### src/sv/csvp_pkg.sv
// ----------------------------------------------------------------------------
// csvp_pkg
// Shared constants and types for the CSV byte stream parser.
// ----------------------------------------------------------------------------
`timescale 1ns / 1ps
`default_nettype none

package csvp_pkg;

  // Limits of the document and the cell store
  localparam int unsigned MAX_ROWS   = 1024;
  localparam int unsigned MAX_COLS   = 64;
  localparam int unsigned CELL_BYTES = 256;

  // Widths of the running state
  localparam int unsigned ROW_W  = $clog2(MAX_ROWS + 1);
  localparam int unsigned COL_W  = (MAX_COLS > 1) ? $clog2(MAX_COLS) : 1;
  localparam int unsigned OFF_W  = $clog2(CELL_BYTES);
  localparam int unsigned WIDE_W = $clog2(MAX_COLS + 1);

  // Fixed widths of the result fields
  localparam int unsigned KIND_W  = 2;
  localparam int unsigned RIDX_W  = 10;
  localparam int unsigned CIDX_W  = 6;
  localparam int unsigned COFF_W  = 8;
  localparam int unsigned CHAR_W  = 8;
  localparam int unsigned RCNT_W  = 11;
  localparam int unsigned CCNT_W  = 7;

  // Special characters
  localparam logic [7:0] CH_QUOTE = 8'h22;
  localparam logic [7:0] CH_COMMA = 8'h2C;
  localparam logic [7:0] CH_LF    = 8'h0A;
  localparam logic [7:0] CH_CR    = 8'h0D;

  typedef enum logic [KIND_W-1:0] {
    KIND_CHAR     = 2'd0,
    KIND_CELL_END = 2'd1,
    KIND_ROW_END  = 2'd2,
    KIND_DOC_END  = 2'd3
  } kind_e;

  typedef struct packed {
    kind_e             kind;
    logic [RIDX_W-1:0] row_index;
    logic [CIDX_W-1:0] column_index;
    logic [COFF_W-1:0] char_offset;
    logic [CHAR_W-1:0] cell_char;
    logic [RCNT_W-1:0] row_count;
    logic [CCNT_W-1:0] column_count;
    logic              last_result;
  } result_t;

endpackage

`default_nettype wire

### src/sv/csv_byte_stream_parser.sv
// ----------------------------------------------------------------------------
// csv_byte_stream_parser
// Streaming CSV tokeniser: cell characters and cell, row and document events.
// ----------------------------------------------------------------------------
// Usage:
//   Slave side takes one word per text byte: tdata = byte, tuser = byte valid
//   flag (0 for an end-only word), tlast = end of document after this byte.
//   Master side gives one word per result: tuser = kind (character, end of
//   cell, end of cell and row, end of document), tdata = row, column, offset,
//   character, row count and widest row, tlast = last result of the word in.
//   The result queue registers each result before it is offered.
//   Throughput: one byte per cycle while each byte gives at most one result
//   and the receiver keeps tready high; a byte that also ends the document
//   gives two results when it yields a result of its own. The rate is set by the
//   single output port of the four-entry result queue.
//   s_axis_tready_o is high while the queue has room for two results, so a
//   byte is still taken while an earlier result waits to be read.
//   When the receiver stalls, results stay queued and tdata holds steady;
//   once the queue holds three or more results the slave side stalls too.
//   Reset: quote state, row, column, offset and widest-row counters clear,
//   the queue empties; the block is ready for a new document at once.
//   After an end of document all parse state returns to its reset value.
// ----------------------------------------------------------------------------
`timescale 1ns / 1ps
`default_nettype none

module csv_byte_stream_parser
  import csvp_pkg::*;
(
  input  wire logic        clk_i,
  input  wire logic        rst_ni,
  // slave side
  input  wire logic        s_axis_tvalid_i,
  output      logic        s_axis_tready_o,
  input  wire logic [7:0]  s_axis_tdata_i,   // [7:0] text_byte
  input  wire logic        s_axis_tuser_i,   // [0] byte_valid
  input  wire logic        s_axis_tlast_i,   // end_of_text
  // master side
  output      logic        m_axis_tvalid_o,
  input  wire logic        m_axis_tready_i,
  // [9:0] row_index, [15:10] column_index, [23:16] char_offset,
  // [31:24] cell_char, [42:32] row_count, [49:43] column_count, [55:50] zero
  output      logic [55:0] m_axis_tdata_o,
  output      logic [1:0]  m_axis_tuser_o,   // [1:0] kind
  output      logic        m_axis_tlast_o    // last_result
);

  localparam int unsigned QDEPTH = 4;
  localparam int unsigned QPTR_W = $clog2(QDEPTH);
  localparam int unsigned QCNT_W = $clog2(QDEPTH + 1);

  // Parse state
  logic              in_quote_q, in_quote_d;
  logic              quote_pending_q, quote_pending_d;
  logic [ROW_W-1:0]  row_q, row_d;
  logic [COL_W-1:0]  col_q, col_d;
  logic [OFF_W-1:0]  off_q, off_d;
  logic [WIDE_W-1:0] wide_q, wide_d;

  // Result queue
  result_t           queue_q [QDEPTH];
  logic [QPTR_W-1:0] wr_ptr_q, rd_ptr_q;
  logic [QCNT_W-1:0] count_q;

  logic       accept, pop;
  logic       active, plain, store;
  logic [7:0] store_char, b;
  logic       byte_res;   // a result comes from the byte itself
  result_t    res_byte, res_end, ent0, ent1;
  logic       push0, push1;
  logic [WIDE_W-1:0] cols_end;
  logic [ROW_W-1:0]  rows_end;

  assign b               = s_axis_tdata_i;
  assign s_axis_tready_o = (count_q <= QCNT_W'(QDEPTH - 2));
  assign accept          = s_axis_tvalid_i & s_axis_tready_o;
  assign active          = s_axis_tuser_i && (row_q < ROW_W'(MAX_ROWS));

  // Byte decode and state update
  always_comb begin
    in_quote_d      = in_quote_q;
    quote_pending_d = quote_pending_q;
    row_d           = row_q;
    col_d           = col_q;
    off_d           = off_q;
    wide_d          = wide_q;
    plain           = 1'b0;
    store           = 1'b0;
    store_char      = b;
    byte_res        = 1'b0;
    res_byte        = '0;
    res_end         = '0;
    cols_end        = '0;
    rows_end        = '0;

    res_byte.row_index    = RIDX_W'(row_q);
    res_byte.column_index = CIDX_W'(col_q);
    res_byte.char_offset  = COFF_W'(off_q);

    if (active) begin
      if (quote_pending_q) begin
        quote_pending_d = 1'b0;
        if (b == CH_QUOTE) begin
          store = 1'b1;
        end else begin
          in_quote_d = 1'b0;
          plain      = 1'b1;
        end
      end else if (in_quote_q) begin
        if (b == CH_QUOTE) quote_pending_d = 1'b1;
        else               store           = 1'b1;
      end else begin
        plain = 1'b1;
      end
    end

    if (plain) begin
      unique case (b)
        CH_QUOTE: in_quote_d = 1'b1;
        CH_COMMA: begin
          byte_res      = 1'b1;
          res_byte.kind = KIND_CELL_END;
          if (col_q != COL_W'(MAX_COLS - 1)) col_d = col_q + 1'b1;
          off_d = '0;
        end
        CH_LF: begin
          byte_res      = 1'b1;
          res_byte.kind = KIND_ROW_END;
          if (WIDE_W'(col_q) + 1'b1 > wide_q) wide_d = WIDE_W'(col_q) + 1'b1;
          col_d = '0;
          off_d = '0;
          row_d = row_q + 1'b1;
        end
        CH_CR: ;
        default: store = 1'b1;
      endcase
    end

    // cell full: character dropped without a result
    if (store && (off_q < OFF_W'(CELL_BYTES - 1))) begin
      byte_res           = 1'b1;
      res_byte.kind      = KIND_CHAR;
      res_byte.cell_char = store_char;
      off_d              = off_q + 1'b1;
    end

    if (!byte_res) res_byte = '0;
    res_byte.last_result = byte_res & ~s_axis_tlast_i;

    // end of document: summary from the updated state, then back to reset
    if (s_axis_tlast_i) begin
      cols_end = WIDE_W'(col_d) + 1'b1;
      if (wide_d > cols_end) cols_end = wide_d;
      rows_end = (row_d >= ROW_W'(MAX_ROWS)) ? ROW_W'(MAX_ROWS) : row_d + 1'b1;
      res_end.kind         = KIND_DOC_END;
      res_end.row_count    = RCNT_W'(rows_end);
      res_end.column_count = CCNT_W'(cols_end);
      res_end.last_result  = 1'b1;
      in_quote_d      = 1'b0;
      quote_pending_d = 1'b0;
      row_d           = '0;
      col_d           = '0;
      off_d           = '0;
      wide_d          = '0;
    end
  end

  // queue write selection
  always_comb begin
    push0 = 1'b0;
    push1 = 1'b0;
    ent0  = res_byte;
    ent1  = res_end;
    if (accept) begin
      if (byte_res) begin
        push0 = 1'b1;
        push1 = s_axis_tlast_i;
      end else if (s_axis_tlast_i) begin
        push0 = 1'b1;
        ent0  = res_end;
      end
    end
  end

  assign pop = m_axis_tvalid_o & m_axis_tready_i;

  always_ff @(posedge clk_i or negedge rst_ni) begin
    if (!rst_ni) begin
      in_quote_q      <= 1'b0;
      quote_pending_q <= 1'b0;
      row_q           <= '0;
      col_q           <= '0;
      off_q           <= '0;
      wide_q          <= '0;
      wr_ptr_q        <= '0;
      rd_ptr_q        <= '0;
      count_q         <= '0;
    end else begin
      if (accept) begin
        in_quote_q      <= in_quote_d;
        quote_pending_q <= quote_pending_d;
        row_q           <= row_d;
        col_q           <= col_d;
        off_q           <= off_d;
        wide_q          <= wide_d;
      end
      wr_ptr_q <= wr_ptr_q + QPTR_W'(push0) + QPTR_W'(push1);
      rd_ptr_q <= rd_ptr_q + QPTR_W'(pop);
      count_q  <= count_q + QCNT_W'(push0) + QCNT_W'(push1) - QCNT_W'(pop);
    end
  end

  // queue storage, no reset needed
  always_ff @(posedge clk_i) begin
    if (push0) queue_q[wr_ptr_q] <= ent0;
    if (push1) queue_q[wr_ptr_q + 1'b1] <= ent1;
  end

  assign m_axis_tvalid_o = (count_q != '0);
  assign m_axis_tuser_o  = queue_q[rd_ptr_q].kind;
  assign m_axis_tlast_o  = queue_q[rd_ptr_q].last_result;
  assign m_axis_tdata_o  = {6'd0,
                            queue_q[rd_ptr_q].column_count,
                            queue_q[rd_ptr_q].row_count,
                            queue_q[rd_ptr_q].cell_char,
                            queue_q[rd_ptr_q].char_offset,
                            queue_q[rd_ptr_q].column_index,
                            queue_q[rd_ptr_q].row_index};

endmodule

`default_nettype wire
### config.mk
export PLATFORM = sky130hd
export DESIGN_NAME = csv_byte_stream_parser
export DESIGN_NICKNAME = d
export VERILOG_FILES = /design/src/sv/csvp_pkg.sv /design/src/sv/csv_byte_stream_parser.sv
export SDC_FILE = /design/constraint.sdc
export NUM_CORES = 1
export LEC_CHECK = 0
export BUFFER_PORTS_ARGS = -buffer_cell sky130_fd_sc_hd__buf_2
export CORE_UTILIZATION = 63
export CTS_BUF_LIST = sky130_fd_sc_hd__clkbuf_2
export DETAILED_ROUTE_END_ITERATION = 10
export PLACE_DENSITY_LB_ADDON = 0.05
export SYNTH_ARGS = -nofsm -noshare
export SYNTH_HDL_FRONTEND = slang
export SYNTH_SLANG_ARGS = --single-unit
### constraint.sdc
create_clock -name clk_i -period 5.48 [get_ports clk_i]
set_input_delay 1.096 -clock clk_i [delete_from_list [all_inputs] [get_ports clk_i]]
set_output_delay 1.096 -clock clk_i [all_outputs]
set_load 0.005 [all_outputs]
==> results.rst, run 1 <==
.. list-table::
   :header-rows: 1

   * - Metric
     - Value
   * - Number of max-cap violations
     - 0
   * - Average cell area after synthesis
     - 11.48 um^2
   * - Layout overhead on the synthesized area
     - 10.14%
   * - Std cell rows
     - 50
   * - Fraction of the yosys area taken by sequential cells
     - 50.98%
   * - Die area
     - 19580 um^2
   * - Fin worst setup slack
     - 0.6236 ns
   * - Mean number of vias per cell
     - 6.373
   * - Worst-path maximum fanout
     - 11
   * - Pins over their slew limit
     - 0
   * - Number of buffers created by CTS
     - 61
   * - Post-detail-place hpwl
     - 19.08 mm
   * - Async set-or-reset flop fraction in the synthesized netlist
     - 16.21%
   * - Placement-stage cell area
     - 12570 um^2
   * - Setup TNS after final layout
     - 0 ns
   * - Pin count of the biggest net entering global routing
     - 42
   * - Number of global-route vias before repair
     - 9209
   * - Initial standard-cell utilization of the core
     - 64.08%
   * - Highest clock rate
     - 0.2059 GHz
   * - Final clock skew
     - 0.05285 ns
   * - Area of the core region
     - 18710 um^2
   * - Leakage power
     - 5.299 nW
   * - Port buffer count
     - 68
   * - Post-synth top area cell
     - sky130_fd_sc_hd__dfxtp_1
   * - Arrival @ worst endpoint
     - 5.44 ns
   * - Clock latency on the worst-skew pair
     - 0.87 ns
   * - Buffers from clock root to sink, at most
     - 3
   * - Crit. End Element
     - flip-flop
   * - Vias
     - 9030
   * - Top FF cell, synth
     - sky130_fd_sc_hd__dfxtp_1
   * - Startpoint kind of the worst setup timing path
     - flip-flop
   * - Width of the die
     - 139.9 um
   * - Post-Layout Inst Area
     - 13200 um^2
   * - RSZ-0062 raised after global routing
     - no
   * - Reg clk slew, reported paths
     - 0.12 ns
   * - Most numerous cell types in the synthesized netlist
     - sky130_fd_sc_hd__a22o_1, sky130_fd_sc_hd__dfxtp_1, sky130_fd_sc_hd__nor2_1
   * - Drt wl/cell
     - 21.08 um
   * - Peak supply drop
     - 0.0008583 V
   * - Worst Tran Pin Value
     - 1.002 ns
   * - Fin crit share
     - 88.62%
   * - Global-route wire length before repair
     - 48.49 mm
   * - Post-CTS Setup Bufs
     - 0
   * - Detailed-route wire length
     - 29.87 mm
   * - Synth Instances
     - 1044
   * - Post-cts repair resize count
     - 0
   * - Status
     - complete, no violations
   * - Count of different cell masters after synthesis
     - 75
   * - CP Data Required Time
     - 6.06 ns
   * - Final estimated routing congestion in global placement
     - 0.9479
   * - Clock period minus worst slack
     - 4.856 ns
   * - Warnings from Yosys
     - 0
   * - Number of synthesized flops with an enable pin
     - 84
   * - Detailed router's first-iteration violation count
     - 786
   * - Total congestion overflow after global routing
     - 0
   * - Clock tree from TritonCTS
     - built
   * - Count of final setup violators
     - 0
   * - Ratio of cells with drive above 1 in the final layout
     - 23.86%
   * - Flip-flop and latch count after synthesis
     - 253
   * - Clock sinks
     - 253
   * - Synth top area share
     - 21.38%
   * - Relative slew slack
     - 32.92%
   * - Most frequent cell after synthesis
     - sky130_fd_sc_hd__a22o_1
   * - Worst hold slack across all endpoints
     - 0.3725 ns
   * - Number of hold buffers added after cts
     - 0
   * - First-pass iteration count of the detailed router
     - 7
   * - Final hold vios
     - 0
   * - Final Total Pwr
     - 5.672 mW
   * - Number of antenna violations at the first check in global routing
     - 1
   * - Tot GR Track Use
     - 31.71%
   * - Die height
     - 139.9 um
   * - Core utilization of the finished layout
     - 70.58%
   * - Boundary pin count
     - 75
   * - Residual DRC count
     - 0
   * - Maximum level of the CTS H-tree
     - 2
   * - Number of standard cells in the final layout excluding fillers
     - 1417
   * - Post-synth design cell area
     - 11990 um^2
   * - Power density over the cells
     - 429.7 nW/um^2
   * - Net count reported at finish
     - 1171
   * - Critical Setup Path Class
     - flip-flop to flip-flop
   * - Clock root buffer master
     - sky130_fd_sc_hd__clkbuf_2
   * - Setup slack after placement
     - 0.4594 ns
   * - Post-detailed-route count of antenna-violating nets
     - 0
   * - Tightest Hold Check Type
     - input port to async pin
   * - Placed Cells incl. Taps
     - 1300
   * - Area contributors post-synth
     - sky130_fd_sc_hd__dfxtp_1, sky130_fd_sc_hd__edfxtp_1, sky130_fd_sc_hd__mux4_2, sky130_fd_sc_hd__a22o_1, sky130_fd_sc_hd__dfrtp_1
state kept, by name, indices dropped and copies added, names as in the netlist:
name,cells
quote_pending_q,1
row_q,11
col_q,6
in_quote_q,1
wide_q,7
queue_q,212
rd_ptr_q,2
count_q,3
off_q,8
wr_ptr_q,2
critical path, stage by stage, from the launching register on:
cell                       delay, ns
sky130_fd_sc_hd__dfrtp_1        0.42
sky130_fd_sc_hd__ha_1           0.26
sky130_fd_sc_hd__nand3_1        0.12
sky130_fd_sc_hd__xor2_1         0.32
sky130_fd_sc_hd__inv_1          0.11
sky130_fd_sc_hd__ha_1           0.30
sky130_fd_sc_hd__a211oi_1       0.23
sky130_fd_sc_hd__nor2_1         0.10
sky130_fd_sc_hd__o311ai_2       0.64
sky130_fd_sc_hd__mux2i_1        0.39
sky130_fd_sc_hd__inv_1          0.08
sky130_fd_sc_hd__ha_1           0.31
sky130_fd_sc_hd__nor2b_1        0.13
sky130_fd_sc_hd__o21ai_0        0.15
sky130_fd_sc_hd__a21oi_1        0.12
sky130_fd_sc_hd__o21ai_0        0.19
sky130_fd_sc_hd__buf_4          0.22
sky130_fd_sc_hd__nor2_1         0.07
sky130_fd_sc_hd__a21oi_1        0.30
sky130_fd_sc_hd__nor2_1         0.09
area by class of cell:
class	instances	area [um^2]
clock buffers	87	435.4
multi-input cells	673	5413
inverters	38	142.6
diodes	1	2.502
well taps	234	292.8
repair buffers	102	608.1
clock inverters	29	191.4
flip-flops and latches	253	6116
fillers	1398	5504
power breakdown:
part	total, mW	switching (mW)	internal (mW)
Combinational	1.76	0.917	0.843
Clock	1.33	0.753	0.576
Sequential	2.58	0.336	2.25
metal layers:
layer	routed length (um)	track usage (%)
met5	0	0
met4	822	12.90
met3	2097	6.017
met2	14220	50.29
met1	12730	43.27
worst paths after layout:
kind | start | to | slack, ns | cells past startpoint
worst max-delay path | col_q[1] | queue_q[0][2] | 0.62 | 19
worst min-delay path | rst_ni | col_q[1] | 0.37 | 1
worst max register to register | col_q[1] | queue_q[0][2] | 0.62 | 19
worst min register to register | queue_q[1][36] | queue_q[1][36] | 0.48 | 1
max in group asynchronous | rst_ni | rd_ptr_q[1] | 4.42 | 1
min in group clk_i | queue_q[1][36] | queue_q[1][36] | 0.48 | 1
cells by family (layout without fill, tap and decap cells):
group / count (synthesis) / count (layout) / synth area share [%]
xor+xnor: 23 / 23 / 1.681
buf+inv: 123 / 256 / 4.217
other cells: 1 / 7 / 0.03129
simple gates: 278 / 278 / 11.83
mux: 65 / 65 / 10.98
flops: 253 / 253 / 50.98
fa+ha+maj: 28 / 28 / 3.111
compound gates: 273 / 273 / 17.17
placed cells by master, fill, tap and decap left out, types with 5 or more instances in the layout:
master                     synthesis  routed
sky130_fd_sc_hd__nand2_1          53      53
sky130_fd_sc_hd__nor2_1          107     105
sky130_fd_sc_hd__buf_4             6      33
sky130_fd_sc_hd__o22ai_1           9       9
sky130_fd_sc_hd__nand4_1           6       6
sky130_fd_sc_hd__nand3_1          16      16
sky130_fd_sc_hd__nor2b_1           8       8
sky130_fd_sc_hd__or3_1             5       5
sky130_fd_sc_hd__xnor2_1          12      12
sky130_fd_sc_hd__o21ai_0          62      62
sky130_fd_sc_hd__a211o_1           5       5
sky130_fd_sc_hd__nand2b_1         12      12
sky130_fd_sc_hd__a21oi_1          15      15
sky130_fd_sc_hd__clkbuf_2          0      87
sky130_fd_sc_hd__clkinv_1          0      22
sky130_fd_sc_hd__o21a_1            7       7
sky130_fd_sc_hd__buf_2            17      68
sky130_fd_sc_hd__nor4_1           11      11
sky130_fd_sc_hd__dfrtp_1          41      39
sky130_fd_sc_hd__mux2i_1          10      10
sky130_fd_sc_hd__ha_1             25      25
sky130_fd_sc_hd__and3_1            8       8
sky130_fd_sc_hd__inv_1            37      37
sky130_fd_sc_hd__mux4_2           53      53
sky130_fd_sc_hd__edfxtp_1         84      84
sky130_fd_sc_hd__a31oi_1          11      10
sky130_fd_sc_hd__nor3_1           14      14
sky130_fd_sc_hd__o31ai_1           6       6
sky130_fd_sc_hd__a22o_1          130     130
sky130_fd_sc_hd__conb_1            1       6
sky130_fd_sc_hd__dfxtp_1         128     128
sky130_fd_sc_hd__xor2_1           11      11
Power figures use the tool's default switching activity.
==> run 2, diff against run 1 <==
--- a/config.mk
+++ b/config.mk
@@ -6,7 +6,9 @@
 export NUM_CORES = 1
 export LEC_CHECK = 0
 export BUFFER_PORTS_ARGS = -buffer_cell sky130_fd_sc_hd__buf_2
-export CORE_UTILIZATION = 63
+export CELL_PAD_IN_SITES_DETAIL_PLACEMENT = 1
+export CELL_PAD_IN_SITES_GLOBAL_PLACEMENT = 1
+export CORE_UTILIZATION = 51
 export CTS_BUF_LIST = sky130_fd_sc_hd__clkbuf_2
 export DETAILED_ROUTE_END_ITERATION = 10
 export PLACE_DENSITY_LB_ADDON = 0.05
==> run 2 against run 1 <==
First-iteration DRC count decreased by 18%; sequential cell count unchanged; worst setup slack got worse by 0.085 ns; clock power increased by 8%; total power increased by 3.1%; die area increased by 23%; combinational power increased by 5%; clock skew increased by 0.012 ns; hold slack got worse by 0.020 ns; cell area increased by 1.2%; wire length increased by 12%; critical endpoint unchanged.
==> results.rst, run 2 (same netlist as run 1, synthesis figures left out) <==
.. list-table::
   :header-rows: 1

   * - Metric
     - Value
   * - Std cell rows
     - 55 (+10%)
   * - Post-CTS Setup Bufs
     - 0 (unchanged)
   * - Switching fraction of total power
     - 36.03% (+0.67 points)
   * - Fin worst setup slack
     - 0.5384 ns (-0.08518 ns)
   * - Detailed-route wire length
     - 33.36 mm (+12%)
   * - Arrival @ worst endpoint
     - 5.49 ns (+0.05 ns)
   * - Ratio of cells with drive above 1 in the final layout
     - 25.21% (+1.4 points)
   * - Detailed router's first-iteration violation count
     - 645 (-18%)
   * - Clock tree from TritonCTS
     - built
   * - Port buffer count
     - 68 (unchanged)
   * - Number of buffers created by CTS
     - 67 (+9.8%)
   * - Tightest Hold Check Type
     - input port to async pin
   * - Residual DRC count
     - 0 (unchanged)
   * - Most common library cell in the layout ignoring fill and taps
     - sky130_fd_sc_hd__a22o_1
   * - Clock latency on the worst-skew pair
     - 0.83 ns (-0.04 ns)
   * - Clock period minus worst slack
     - 4.942 ns (+0.08518 ns)
   * - Reg clk slew, reported paths
     - 0.10 ns (-0.02 ns)
   * - Placement-stage cell area
     - 12690 um^2 (+0.91%)
   * - Total congestion overflow after global routing
     - 0 (unchanged)
   * - Worst-path maximum fanout
     - 11 (unchanged)
   * - Pin count of the biggest net entering global routing
     - 42 (unchanged)
   * - Post-detailed-route count of antenna-violating nets
     - 0 (unchanged)
   * - Initial standard-cell utilization of the core
     - 52.46% (-12 points)
   * - Boundary pin count
     - 75 (unchanged)
   * - Final estimated routing congestion in global placement
     - 0.8238 (-13%)
   * - CP Data Required Time
     - 6.03 ns (-0.03 ns)
   * - Relative slew slack
     - 41.71% (+8.8 points)
   * - Comb power frac
     - 31.6% (+0.6 points)
   * - Maximum level of the CTS H-tree
     - 3 (+1)
   * - Global-route wire length before repair
     - 54.19 mm (+12%)
   * - Status
     - complete, no violations
   * - Critical Setup Path Class
     - flip-flop to flip-flop
   * - Most flops, register
     - queue_q
   * - Number of antenna violations at the first check in global routing
     - 2 (+1)
   * - Layout overhead on the synthesized area
     - 11.44%
   * - Switching power total
     - 2.106 mW (+5.0%)
   * - Fin crit share
     - 90.18% (+1.6 points)
   * - Leakage power
     - 5.358 nW (+1.1%)
   * - Largest registers ranked by flip-flop count
     - queue_q x212, row_q x11, off_q x8
   * - First-pass iteration count of the detailed router
     - 4 (-3)
   * - Clock sinks
     - 253 (unchanged)
   * - Pins over their slew limit
     - 0 (unchanged)
   * - Peak supply drop
     - 0.0004888 V (-43%)
   * - Net count reported at finish
     - 1179 (+0.68%)
   * - Clock root buffer master
     - sky130_fd_sc_hd__clkbuf_2
   * - Startpoint kind of the worst setup timing path
     - flip-flop
   * - Post-Layout Inst Area
     - 13360 um^2 (+1.2%)
   * - Sequential power share
     - 43.9% (-1.6 points)
   * - Core utilization of the finished layout
     - 58.47% (-12 points)
   * - Number of global-route vias before repair
     - 9828 (+6.7%)
   * - Tot GR Track Use
     - 29.29% (-2.4 points)
   * - RSZ-0062 raised after global routing
     - no
   * - Power density over the cells
     - 437.6 nW/um^2 (+1.8%)
   * - Mean number of vias per cell
     - 6.070 (-4.8%)
   * - Width of the die
     - 155.3 um (+11%)
   * - Drt wl/cell
     - 22.16 um (+5.1%)
   * - Number of standard cells in the final layout excluding fillers
     - 1505 (+6.2%)
   * - Setup TNS after final layout
     - 0 ns (unchanged)
   * - Buffers from clock root to sink, at most
     - 3 (unchanged)
   * - Count of final setup violators
     - 0 (unchanged)
   * - Number of flip-flops under the largest register name
     - 212 (unchanged)
   * - Post-cts repair resize count
     - 0 (unchanged)
   * - Highest clock rate
     - 0.2024 GHz (-1.7%)
   * - Number of hold buffers added after cts
     - 0 (unchanged)
   * - Area of the core region
     - 22850 um^2 (+22%)
   * - Setup slack after placement
     - 0.4097 ns (-0.04967 ns)
   * - Internal power
     - 3.739 mW (+2.0%)
   * - Relative contribution of the clock network to total power
     - 24.5% (+1.1 points)
   * - Final hold vios
     - 0 (unchanged)
   * - Vias
     - 9135 (+1.2%)
   * - Worst Tran Pin Value
     - 0.8711 ns (-0.1305 ns)
   * - Fill cells
     - 2455 (+76%)
   * - Die height
     - 155.3 um (+11%)
   * - Commonest cells after routing, fill and taps aside
     - sky130_fd_sc_hd__a22o_1, sky130_fd_sc_hd__dfxtp_1, sky130_fd_sc_hd__nor2_1
   * - Crit. End Element
     - flip-flop
   * - Post-detail-place hpwl
     - 21.81 mm (+14%)
   * - Placed Cells incl. Taps
     - 1381 (+6.2%)
   * - Die area
     - 24120 um^2 (+23%)
   * - Final clock skew
     - 0.06483 ns (+0.01197 ns)
   * - Number of max-cap violations
     - 0 (unchanged)
[run 2: cell types whose count changed in the layout (fill, tap and decap cells not counted), sizes merged]
cell,change
inv,+2
clkbuf,+17
diode,+1
clkinv,-13
buf,+2
[run 2: final timing paths]
| path | cells after the start | end | start | slack, ns |
|---|---|---|---|---|
| worst max-delay path | 19 | queue_q[0][2] | col_q[1] | 0.54 |
| worst min-delay path | 2 | wide_q[1] | rst_ni | 0.35 |
| worst max register to register | 19 | queue_q[0][2] | col_q[1] | 0.54 |
| worst min register to register | 1 | queue_q[1][21] | queue_q[1][21] | 0.48 |
| max in group asynchronous | 2 | rd_ptr_q[1] | rst_ni | 4.66 |
| min in group clk_i | 1 | queue_q[1][21] | queue_q[1][21] | 0.48 |
[run 2: stage by stage]
step / hold WS, ns / power (mW)
3_3_place_gp: 0.4557 / 4.388
2_1_floorplan: 0.4435 / 3.751
5_1_grt: 0.3145 / 6.205
3_5_place_dp: 0.4627 / 4.457
4_1_cts: 0.2972 / 5.897
6_report: 0.3526 / 5.846
[run 2: layer usage]
metal | track usage, % | wire [um]
met3 | 5.738 | 1692
met2 | 47.70 | 16330
met4 | 10.36 | 576
met5 | 0 | 0
met1 | 39.14 | 14760
[run 2: cell type report]
type	instances	area, um^2	area share [%]
tap	313	391.6	2.932
clock buffer	104	520.5	3.897
inverter	38	142.6	1.068
clock inverter	18	146.4	1.096
timing repair buffer	104	623.1	4.665
multi-input combinational	673	5413	40.52
antenna	2	5.005	0.03747
sequential	253	6116	45.79
[run 2: worst max-delay path: stages, from the launching register on]
cell	delay, ns
sky130_fd_sc_hd__dfrtp_1	0.54
sky130_fd_sc_hd__ha_1	0.31
sky130_fd_sc_hd__nand3_1	0.12
sky130_fd_sc_hd__xor2_1	0.28
sky130_fd_sc_hd__inv_1	0.10
sky130_fd_sc_hd__ha_1	0.30
sky130_fd_sc_hd__a211oi_1	0.27
sky130_fd_sc_hd__nor2_1	0.11
sky130_fd_sc_hd__o311ai_2	0.62
sky130_fd_sc_hd__mux2i_1	0.38
sky130_fd_sc_hd__inv_1	0.08
sky130_fd_sc_hd__ha_1	0.31
sky130_fd_sc_hd__nor2b_1	0.13
sky130_fd_sc_hd__o21ai_0	0.14
sky130_fd_sc_hd__a21oi_1	0.12
sky130_fd_sc_hd__o21ai_0	0.18
sky130_fd_sc_hd__buf_4	0.22
sky130_fd_sc_hd__nor2_1	0.07
sky130_fd_sc_hd__a21oi_1	0.30
sky130_fd_sc_hd__nor2_1	0.10
[run 2: power groups by stage]
| stage | clock network [mW] | logic, mW | registers (mW) |
|---|---|---|---|
| after floorplan | 0 | 1.37 | 2.38 |
| after global placement | 0 | 1.80 | 2.59 |
| after detailed placement | 0 | 1.85 | 2.61 |
| after CTS | 1.47 | 1.85 | 2.57 |
| after global routing | 1.57 | 2.02 | 2.62 |
| final | 1.43 | 1.84 | 2.57 |
